### config.mk
export PLATFORM = sky130hd
export DESIGN_NAME = byte_ring_fifo_with_burst_drain
export DESIGN_NICKNAME = d
export VERILOG_FILES = /design/src/brf_pkg.sv /design/src/brf_ram.sv /design/src/brf_seq.sv /design/src/byte_ring_fifo_with_burst_drain.sv
export SDC_FILE = /design/constraint.sdc
export NUM_CORES = 2
export LEC_CHECK = 0
export BUFFER_PORTS_ARGS = -buffer_cell sky130_fd_sc_hd__buf_4
export CAP_MARGIN = 20
export CELL_PAD_IN_SITES_DETAIL_PLACEMENT = 0
export CELL_PAD_IN_SITES_GLOBAL_PLACEMENT = 1
export CORE_ASPECT_RATIO = 1.1
export CORE_MARGIN = 1
export CORE_UTILIZATION = 50
export DETAILED_ROUTE_END_ITERATION = 8
export PLACE_DENSITY = 0.83
export SYNTH_ARGS = -nofsm -noshare
export SYNTH_HDL_FRONTEND = slang
export SYNTH_HIERARCHICAL = 1
export SYNTH_SLANG_ARGS = --single-unit
### constraint.sdc
create_clock -name i_clk -period 6.85 [get_ports i_clk]
set_input_delay 1.7125 -clock i_clk [delete_from_list [all_inputs] [get_ports i_clk]]
set_output_delay 1.7125 -clock i_clk [all_outputs]
set_load 0.01 [all_outputs]
### src/brf_pkg.sv
`timescale 1ns / 1ps

package brf_pkg;

    // Default geometry of the ring and the longest burst one drain may emit.
    localparam int DEPTH_DEF     = 512;
    localparam int MAX_BURST_DEF = 64;

    // Width of the fill count reported with every result.
    localparam int FILL_W = 9;

    typedef enum logic [1:0] {
        CMD_PUSH  = 2'd0,
        CMD_POP   = 2'd1,
        CMD_DRAIN = 2'd2,
        CMD_NONE  = 2'd3
    } t_cmd;

    typedef enum logic {
        ST_IDLE,
        ST_STREAM
    } t_state;

    // One result as the sequencer describes it. The byte itself comes from
    // the RAM read port when from_ram is set.
    typedef struct packed {
        logic              emit;
        logic              from_ram;
        logic              valid;
        logic              empty;
        logic              full;
        logic              ovf;
        logic [FILL_W-1:0] fill;
        logic              last;
    } t_res;

endpackage

### src/brf_ram.sv
`timescale 1ns / 1ps

module brf_ram #(
    parameter int WIDTH = 8,
    parameter int DEPTH = brf_pkg::DEPTH_DEF
) (
    input  logic                                   i_clk,
    input  logic                                   i_we,
    input  logic [((DEPTH > 1) ? $clog2(DEPTH) : 1)-1:0] i_waddr,
    input  logic [WIDTH-1:0]                       i_wdata,
    input  logic                                   i_re,
    input  logic [((DEPTH > 1) ? $clog2(DEPTH) : 1)-1:0] i_raddr,
    output logic [WIDTH-1:0]                       o_rdata
);

    logic [WIDTH-1:0] r_mem [DEPTH];
    logic [WIDTH-1:0] r_rdata;

    always_ff @(posedge i_clk) begin
        if (i_we) begin
            r_mem[i_waddr] <= i_wdata;
        end
        if (i_re) begin
            r_rdata <= r_mem[i_raddr];
        end
    end

    assign o_rdata = r_rdata;

endmodule

### src/brf_seq.sv
`timescale 1ns / 1ps

module brf_seq #(
    parameter int DEPTH     = brf_pkg::DEPTH_DEF,
    parameter int MAX_BURST = brf_pkg::MAX_BURST_DEF
) (
    input  logic                                   i_clk,
    input  logic                                   i_rst_n,
    input  logic                                   i_start,
    input  logic [1:0]                             i_command,
    input  logic [7:0]                             i_data_in,
    input  logic [7:0]                             i_tx_space,
    output logic                                   o_busy,
    output logic                                   o_we,
    output logic [((DEPTH > 1) ? $clog2(DEPTH) : 1)-1:0] o_waddr,
    output logic [7:0]                             o_wdata,
    output logic                                   o_re,
    output logic [((DEPTH > 1) ? $clog2(DEPTH) : 1)-1:0] o_raddr,
    output brf_pkg::t_res                          o_res
);

    localparam int PW = (DEPTH > 1) ? $clog2(DEPTH) : 1;
    localparam int BW = $clog2(MAX_BURST + 1);
    localparam int CW = (PW > 8) ? PW : 8;
    localparam int OW = (PW > brf_pkg::FILL_W) ? PW : brf_pkg::FILL_W;

    localparam logic [PW-1:0] LAST_PTR  = PW'(DEPTH - 1);
    localparam logic [7:0]    BURST_CAP = 8'(MAX_BURST);

    function automatic logic [PW-1:0] next_ptr(input logic [PW-1:0] p);
        return (p == LAST_PTR) ? '0 : p + 1'b1;
    endfunction

    function automatic logic [brf_pkg::FILL_W-1:0] fill_out(input logic [PW-1:0] f);
        logic [OW-1:0] w;
        w = OW'(f);
        return w[brf_pkg::FILL_W-1:0];
    endfunction

    brf_pkg::t_state r_state, n_state;
    logic [PW-1:0]   r_wp, n_wp;
    logic [PW-1:0]   r_rp, n_rp;
    logic [PW-1:0]   r_fill, n_fill;
    logic            r_ovf, n_ovf;
    logic [BW-1:0]   r_left, n_left;

    brf_pkg::t_cmd   cmd;
    logic            accept;
    logic            now_empty;
    logic            now_full;
    logic [7:0]      space_sat;
    logic [CW-1:0]   fill_c;
    logic [CW-1:0]   space_c;
    logic [CW-1:0]   burst_c;
    logic [BW-1:0]   burst;
    logic            go_stream;
    logic [PW-1:0]   stat_fill;

    assign cmd       = brf_pkg::t_cmd'(i_command);
    assign accept    = i_start && (r_state == brf_pkg::ST_IDLE);
    assign now_empty = (r_fill == '0);
    assign now_full  = (r_fill == LAST_PTR);
    assign space_sat = (i_tx_space > BURST_CAP) ? BURST_CAP : i_tx_space;
    assign fill_c    = CW'(r_fill);
    assign space_c   = CW'(space_sat);
    assign burst_c   = (fill_c < space_c) ? fill_c : space_c;
    assign burst     = BW'(burst_c);
    assign go_stream = accept &&
                       (((cmd == brf_pkg::CMD_POP) && !now_empty) ||
                        ((cmd == brf_pkg::CMD_DRAIN) && (burst != '0)));

    always_comb begin
        n_state = r_state;
        unique case (r_state)
            brf_pkg::ST_IDLE: begin
                if (go_stream) begin
                    n_state = brf_pkg::ST_STREAM;
                end
            end
            brf_pkg::ST_STREAM: begin
                if (r_left == '0) begin
                    n_state = brf_pkg::ST_IDLE;
                end
            end
            default: n_state = brf_pkg::ST_IDLE;
        endcase
    end

    always_comb begin
        n_wp      = r_wp;
        n_rp      = r_rp;
        n_fill    = r_fill;
        n_ovf     = r_ovf;
        n_left    = r_left;
        o_we      = 1'b0;
        o_re      = 1'b0;
        o_res     = '0;
        stat_fill = r_fill;
        unique case (r_state)
            brf_pkg::ST_IDLE: begin
                if (accept) begin
                    o_res.last = 1'b1;
                    unique case (cmd)
                        brf_pkg::CMD_PUSH: begin
                            if (now_full) begin
                                n_ovf = 1'b1;
                            end else begin
                                o_we   = 1'b1;
                                n_wp   = next_ptr(r_wp);
                                n_fill = r_fill + 1'b1;
                                n_ovf  = 1'b0;
                            end
                            o_res.emit = 1'b1;
                            stat_fill  = n_fill;
                        end
                        brf_pkg::CMD_POP: begin
                            if (now_empty) begin
                                o_res.emit = 1'b1;
                            end else begin
                                o_re   = 1'b1;
                                n_rp   = next_ptr(r_rp);
                                n_fill = r_fill - 1'b1;
                                n_left = '0;
                            end
                        end
                        brf_pkg::CMD_DRAIN: begin
                            if (burst == '0) begin
                                o_res.emit = 1'b1;
                            end else begin
                                o_re   = 1'b1;
                                n_rp   = next_ptr(r_rp);
                                n_fill = r_fill - 1'b1;
                                n_left = burst - 1'b1;
                            end
                        end
                        brf_pkg::CMD_NONE: begin
                            o_res.emit = 1'b1;
                        end
                        default: o_res.emit = 1'b1;
                    endcase
                end
            end
            brf_pkg::ST_STREAM: begin
                // The byte read last cycle is on the RAM port now; r_fill already
                // counts it as gone.
                o_res.emit     = 1'b1;
                o_res.from_ram = 1'b1;
                o_res.valid    = 1'b1;
                o_res.last     = (r_left == '0);
                if (r_left != '0) begin
                    o_re   = 1'b1;
                    n_rp   = next_ptr(r_rp);
                    n_fill = r_fill - 1'b1;
                    n_left = r_left - 1'b1;
                end
            end
            default: o_res = '0;
        endcase
        o_res.ovf   = n_ovf;
        o_res.fill  = fill_out(stat_fill);
        o_res.empty = (stat_fill == '0);
        o_res.full  = (stat_fill == LAST_PTR);
    end

    always_ff @(posedge i_clk) begin
        if (!i_rst_n) begin
            r_state <= brf_pkg::ST_IDLE;
            r_wp    <= '0;
            r_rp    <= '0;
            r_fill  <= '0;
            r_ovf   <= 1'b0;
            r_left  <= '0;
        end else begin
            r_state <= n_state;
            r_wp    <= n_wp;
            r_rp    <= n_rp;
            r_fill  <= n_fill;
            r_ovf   <= n_ovf;
            r_left  <= n_left;
        end
    end

    assign o_busy  = (r_state == brf_pkg::ST_STREAM);
    assign o_waddr = r_wp;
    assign o_wdata = i_data_in;
    assign o_raddr = r_rp;

endmodule

### src/byte_ring_fifo_with_burst_drain.sv
`timescale 1ns / 1ps

// Channel   Handshake              Ports
// -------   --------------------   ------------------------------------------------
// command   i_start & !o_busy      i_command, i_data_in, i_tx_space
// result    o_strobe (one cycle)   o_data_out, o_data_valid, o_is_empty, o_is_full,
//                                  o_overflow, o_fill_count, o_last
//
// A push, a pop or drain that finds nothing to send, and the unused command all
// answer with one word in the cycle after they are taken, and o_busy stays low, so a
// new command may follow in every cycle. A pop that finds a byte raises o_busy for
// one cycle and answers through the RAM read register and then the result register.
// A drain of n bytes holds o_busy high while it streams and emits one word per
// cycle; each byte passes through the RAM read register and the result register.
// Reset is synchronous and active low; it clears the pointers, the fill count and
// the overflow flag, but not the RAM. The receiver cannot stall the result words.
module byte_ring_fifo_with_burst_drain #(
    parameter int DEPTH     = brf_pkg::DEPTH_DEF,
    parameter int MAX_BURST = brf_pkg::MAX_BURST_DEF
) (
    input  logic                       i_clk,
    input  logic                       i_rst_n,
    input  logic                       i_start,
    input  logic [1:0]                 i_command,
    input  logic [7:0]                 i_data_in,
    input  logic [7:0]                 i_tx_space,
    output logic                       o_busy,
    output logic                       o_strobe,
    output logic [7:0]                 o_data_out,
    output logic                       o_data_valid,
    output logic                       o_is_empty,
    output logic                       o_is_full,
    output logic                       o_overflow,
    output logic [brf_pkg::FILL_W-1:0] o_fill_count,
    output logic                       o_last
);

    localparam int PW = (DEPTH > 1) ? $clog2(DEPTH) : 1;

    logic          ram_we;
    logic [PW-1:0] ram_waddr;
    logic [7:0]    ram_wdata;
    logic          ram_re;
    logic [PW-1:0] ram_raddr;
    logic [7:0]    ram_rdata;
    brf_pkg::t_res res;

    logic                       r_strobe;
    logic [7:0]                 r_data_out;
    logic                       r_data_valid;
    logic                       r_is_empty;
    logic                       r_is_full;
    logic                       r_overflow;
    logic [brf_pkg::FILL_W-1:0] r_fill_count;
    logic                       r_last;

    // Reads only ever touch entries that a push wrote in an earlier cycle, and no
    // push is taken while a pop or drain is reading, so the RAM needs no forwarding.
    brf_ram #(
        .WIDTH (8),
        .DEPTH (DEPTH)
    ) u_ram (
        .i_clk   (i_clk),
        .i_we    (ram_we),
        .i_waddr (ram_waddr),
        .i_wdata (ram_wdata),
        .i_re    (ram_re),
        .i_raddr (ram_raddr),
        .o_rdata (ram_rdata)
    );

    // The sequencer owns the pointers, the fill count and the overflow flag, and
    // describes one result word per cycle.
    brf_seq #(
        .DEPTH     (DEPTH),
        .MAX_BURST (MAX_BURST)
    ) u_seq (
        .i_clk      (i_clk),
        .i_rst_n    (i_rst_n),
        .i_start    (i_start),
        .i_command  (i_command),
        .i_data_in  (i_data_in),
        .i_tx_space (i_tx_space),
        .o_busy     (o_busy),
        .o_we       (ram_we),
        .o_waddr    (ram_waddr),
        .o_wdata    (ram_wdata),
        .o_re       (ram_re),
        .o_raddr    (ram_raddr),
        .o_res      (res)
    );

    // The result register: it holds each word for exactly one cycle and lets the
    // sequencer take the next command while the word is shown.
    always_ff @(posedge i_clk) begin
        if (!i_rst_n) begin
            r_strobe <= 1'b0;
        end else begin
            r_strobe <= res.emit;
        end
    end

    always_ff @(posedge i_clk) begin
        r_data_out   <= res.from_ram ? ram_rdata : 8'h00;
        r_data_valid <= res.valid;
        r_is_empty   <= res.empty;
        r_is_full    <= res.full;
        r_overflow   <= res.ovf;
        r_fill_count <= res.fill;
        r_last       <= res.last;
    end

    assign o_strobe     = r_strobe;
    assign o_data_out   = r_data_out;
    assign o_data_valid = r_data_valid;
    assign o_is_empty   = r_is_empty;
    assign o_is_full    = r_is_full;
    assign o_overflow   = r_overflow;
    assign o_fill_count = r_fill_count;
    assign o_last       = r_last;

    // A burst that has not ended goes on in the very next cycle.
    a_burst_continues: assert property (@(posedge i_clk) disable iff (!i_rst_n)
        (o_strobe && !o_last) |=> o_strobe)
        else $error("drain burst broke off before its last word");

    // Every accepted command either answers at once or holds the block busy.
    a_accept_progress: assert property (@(posedge i_clk) disable iff (!i_rst_n)
        (i_start && !o_busy) |=> (o_strobe || o_busy))
        else $error("accepted command produced neither a word nor busy");

    // A word that carries no real byte shows a zero byte.
    a_idle_word_zero: assert property (@(posedge i_clk) disable iff (!i_rst_n)
        (o_strobe && !o_data_valid) |-> (o_data_out == 8'h00))
        else $error("status-only word carries a nonzero byte");

    // Empty and full never hold together, and empty means a zero count.
    a_status_consistent: assert property (@(posedge i_clk) disable iff (!i_rst_n)
        o_strobe |-> (!(o_is_empty && o_is_full) && (!o_is_empty || o_fill_count == '0)))
        else $error("inconsistent status on a result word");

endmodule

==> flow_summary.yaml <==
run_status:
  status: "finished, final reports clean"
clocking:
  cts.path.max_buffers: 4
  clk_latency_ns: 0.99
  cts.repair.resized: 0
  cts_sinks: 4163
  numCtsBuffers: 392
  cts_htree_levels: 5
  cts_root_buffer: "clkbuf_16"
  hold_buffers: 0
  clkTransAtPathRegs_ns: 0.07
  cts_setup_buffers: 0
  cts_tree: "built"
grt:
  grt_pass1_wl_mm: 608
  grt_antenna_before_repair: 17
  grt_pass1_vias: 85000
  grt_overflow: 0
  grt_max_degree: 151
  grtUsageTotal: 0.254
yosys:
  synth_top_cell_by_area: "edfxtp_1"
  synthFlopType: "edfxtp_1"
  synthAdderAreaFrac: 0.00161
  yosysWarnings: 6
  yosysSeqAreaShare: 0.761
  yosys-top-cells-count: "edfxtp_1 (4104), mux2i_1 (803), mux4_2 (654)"
  synth_compound_area_frac: 0.0463
  synth_area_um2: 164000
  muxShareOfSynthArea: 0.139
  synth_cells: 8455
  synth_top_area_frac: 0.754
  synth.distinct_cells: 84
  synthSimpleGateAreaFrac: 0.0314
  synthArstFlopShare: 0
  ys_ff_latch: 4163
  synth-xor-area-share: 0.00107
  yosys-top-cells-area: "edfxtp_1 (75%), mux4_2 (9.0%), mux2i_1 (4.9%)"
  synth_edf_count: 4104
  synth_top_family_by_area: "multiplexers"
  synth_nets: 8497
  avgSynthCellArea_um2: 19.3
  synth.most_common_cell: "edfxtp_1"
finish:
  multi_input_area_um2: 36100
  area_growth_syn_to_layout_pct: 11.0
  design_area_um2: 182000
  regArea_um2: 124000
  drive_above_1_share: 0.171
  n_fill_cell: 23300
  final_nets: 8558
sta:
  final.setup.tns_ns: 0
  fmax_ghz: 0.204
  slew-limit-headroom: 0.169
  report.final.hold_viol_count: 0
  finalWorstSetupSlack_ns: 1.96
  hold_slack_ns: 0.456
  fin_crit_ns: 4.89
  fin_skew_ns: 0.0531
  slew_violations: 0
  finalCritPeriodShare: 0.714
  worstMarginPinSlew_ns: 1.25
  rsz0062_at_grt: "false"
  setup_viol: 0
power_and_ir_drop:
  p_sw_frac: 0.230
  p_clk_frac: 0.398
  power_frac_comb: 0.102
  peakVddDrop_v: 0.000240
  totalPowerFinal_mw: 56.2
  p_sw_mw: 12.9
  power_density_nw_per_um2: 310
  internal_power_mw: 43.3
  p_leak_nw: 54.0
  sequentialPowerShare: 0.501
critical_path:
  worstReg2RegEnd: "u_ram/r_mem[202][4]"
  required_ns: 7.44
  rrSetupSlack_ns: 1.96
  crit_arrival_ns: 5.48
  ff2ff_path_depth: 9
  endpoint_kind: "flop"
  r2r-start: "u_seq/fill_c[0]"
  crit_type: "flop to flop"
  start_kind: "flop"
  path_max_fanout: 32
min_path:
  hp-class: "flop to flop"
  hold_end: "o_overflow"
  hp-start: "u_seq/r_ovf"
  hold_depth: 2
routing:
  drt_iter0_markers: 12200
  vias: 86900
  routed_via_density: 6.60
  drc_errors: 0
  drt_wl_total_mm: 426
  drt_first_pass_iters: 9
  antenna_left: 0
  routedWlPerCell_um: 32.4
place:
  dpl_cell_area_um2: 168000
  pre_cts_slack_ns: 1.30
  routabilityCongestion: 0.937
  hpwl_mm: 257
  port_buffers: 44
floorplanning:
  dieArea_um2: 329000
  ios: 45
  start_util: 0.504
  rows: 219
  die_y_um: 602
  die_w_um: 547
  core-area_um2: 324000
flow_run:
  maxCapViolations: 0
[per-stage QoR]
stage / instances / util
2_1_floorplan: 8455 / -
3_3_place_gp: 12400 / 0.518
3_5_place_dp: 12400 / 0.519
4_1_cts: 13200 / 0.559
5_1_grt: 13200 / 0.560
6_report: 13200 / 0.560
[worst max path at each step]
stage                                 from                  end  cells past startpoint
after detailed placement      i_command[0]  u_ram/r_mem[443][5]                     11
final                      u_seq/fill_c[0]  u_ram/r_mem[202][4]                      9
after CTS                 u_seq/o_raddr[0]     u_ram/o_rdata[0]                      8
after global routing       u_seq/fill_c[0]  u_ram/r_mem[443][3]                     11
after floorplan              i_tx_space[7]     u_seq/o_raddr[0]                     16
after global placement       i_tx_space[7]     u_seq/o_raddr[0]                     16
[critical path, stage by stage (launching register included)]
cell and delay, ns:
dfxtp_1 0.40, ha_1 0.33, nand2_1 0.18, or3_1 0.41
nand3_1 0.34, inv_2 0.38, nand2_1 0.10, nor2_1 0.58
nand2_4 0.85, nor2_1 0.90
[layout make-up]
cell class,count,share of cell area
diodes,6,0.0000827
multi-input cells,3730,0.199
clock buffers,462,0.0564
inverters,18,0.000414
repair buffers,211,0.0125
flip-flops and latches,4163,0.685
well taps,4309,0.0297
clock inverters,263,0.0167
[logic make-up (layout without fill, tap and decap cells)]
| family | after synthesis | after routing |
|---|---|---|
| DFF | 4163 | 4163 |
| muxes | 1458 | 1458 |
| other | 1 | 7 |
| AOI/OAI and AO/OA | 1076 | 1076 |
| adders and majority gates | 21 | 21 |
| xor gates and xnor gates | 20 | 20 |
| and+or+nand+nor | 1154 | 1154 |
| buffers and inverters | 562 | 954 |
[power by group through the flow]
stage               clock, mW  sequential [mW]  combinational (mW)
finish                   22.4             28.2                5.72
global route             23.5             28.1                6.00
CTS                      22.5             28.1                5.71
detailed placement          0             28.7                5.68
global placement            0             28.7                5.62
floorplan                   0             28.7                4.49
[registers in the layout, summed over array words and instances, names as in the netlist]
name and count:
o_data_out 8, o_data_valid 1, o_fill_count 9, o_is_empty 1, o_is_full 1, o_last 1, o_overflow 1, o_strobe 1
u_ram/o_rdata 8, u_ram/r_mem 4096, u_seq/fill_c 9, u_seq/o_busy 1, u_seq/o_raddr 9, u_seq/o_waddr 9, u_seq/r_left 7, u_seq/r_ovf 1
[cells in the final DEF (no fill, tap or decap), types with 30 or more instances in the layout]
master	Yosys	layout
buf_4	81	149
o21ai_0	130	130
o22ai_1	166	166
and2_1	30	30
clkbuf_16	0	398
bufinv_16	0	53
nand4_1	37	37
dfxtp_1	59	54
nor4_1	39	39
clkinv_2	0	68
nor2_1	626	626
nand3_1	53	49
mux2i_1	803	803
a22oi_1	61	61
mux4_2	654	654
a21oi_1	216	216
nand2_1	153	140
o221ai_1	372	372
nor3_1	128	127
clkinv_1	2	62
buf_12	5	49
clkbuf_1	279	61
edfxtp_1	4104	4104
[routing by layer]
metal / GRT usage / vias to the layer above / wire length (µm)
met5: 0 / - / 128
met4: 0.114 / 16 / 21100
met3: 0.0439 / 1020 / 42500
met2: 0.414 / 5961 / 207000
met1: 0.337 / 44800 / 156000
li1: - / 35100 / -
(Power assumes the default switching activity.)
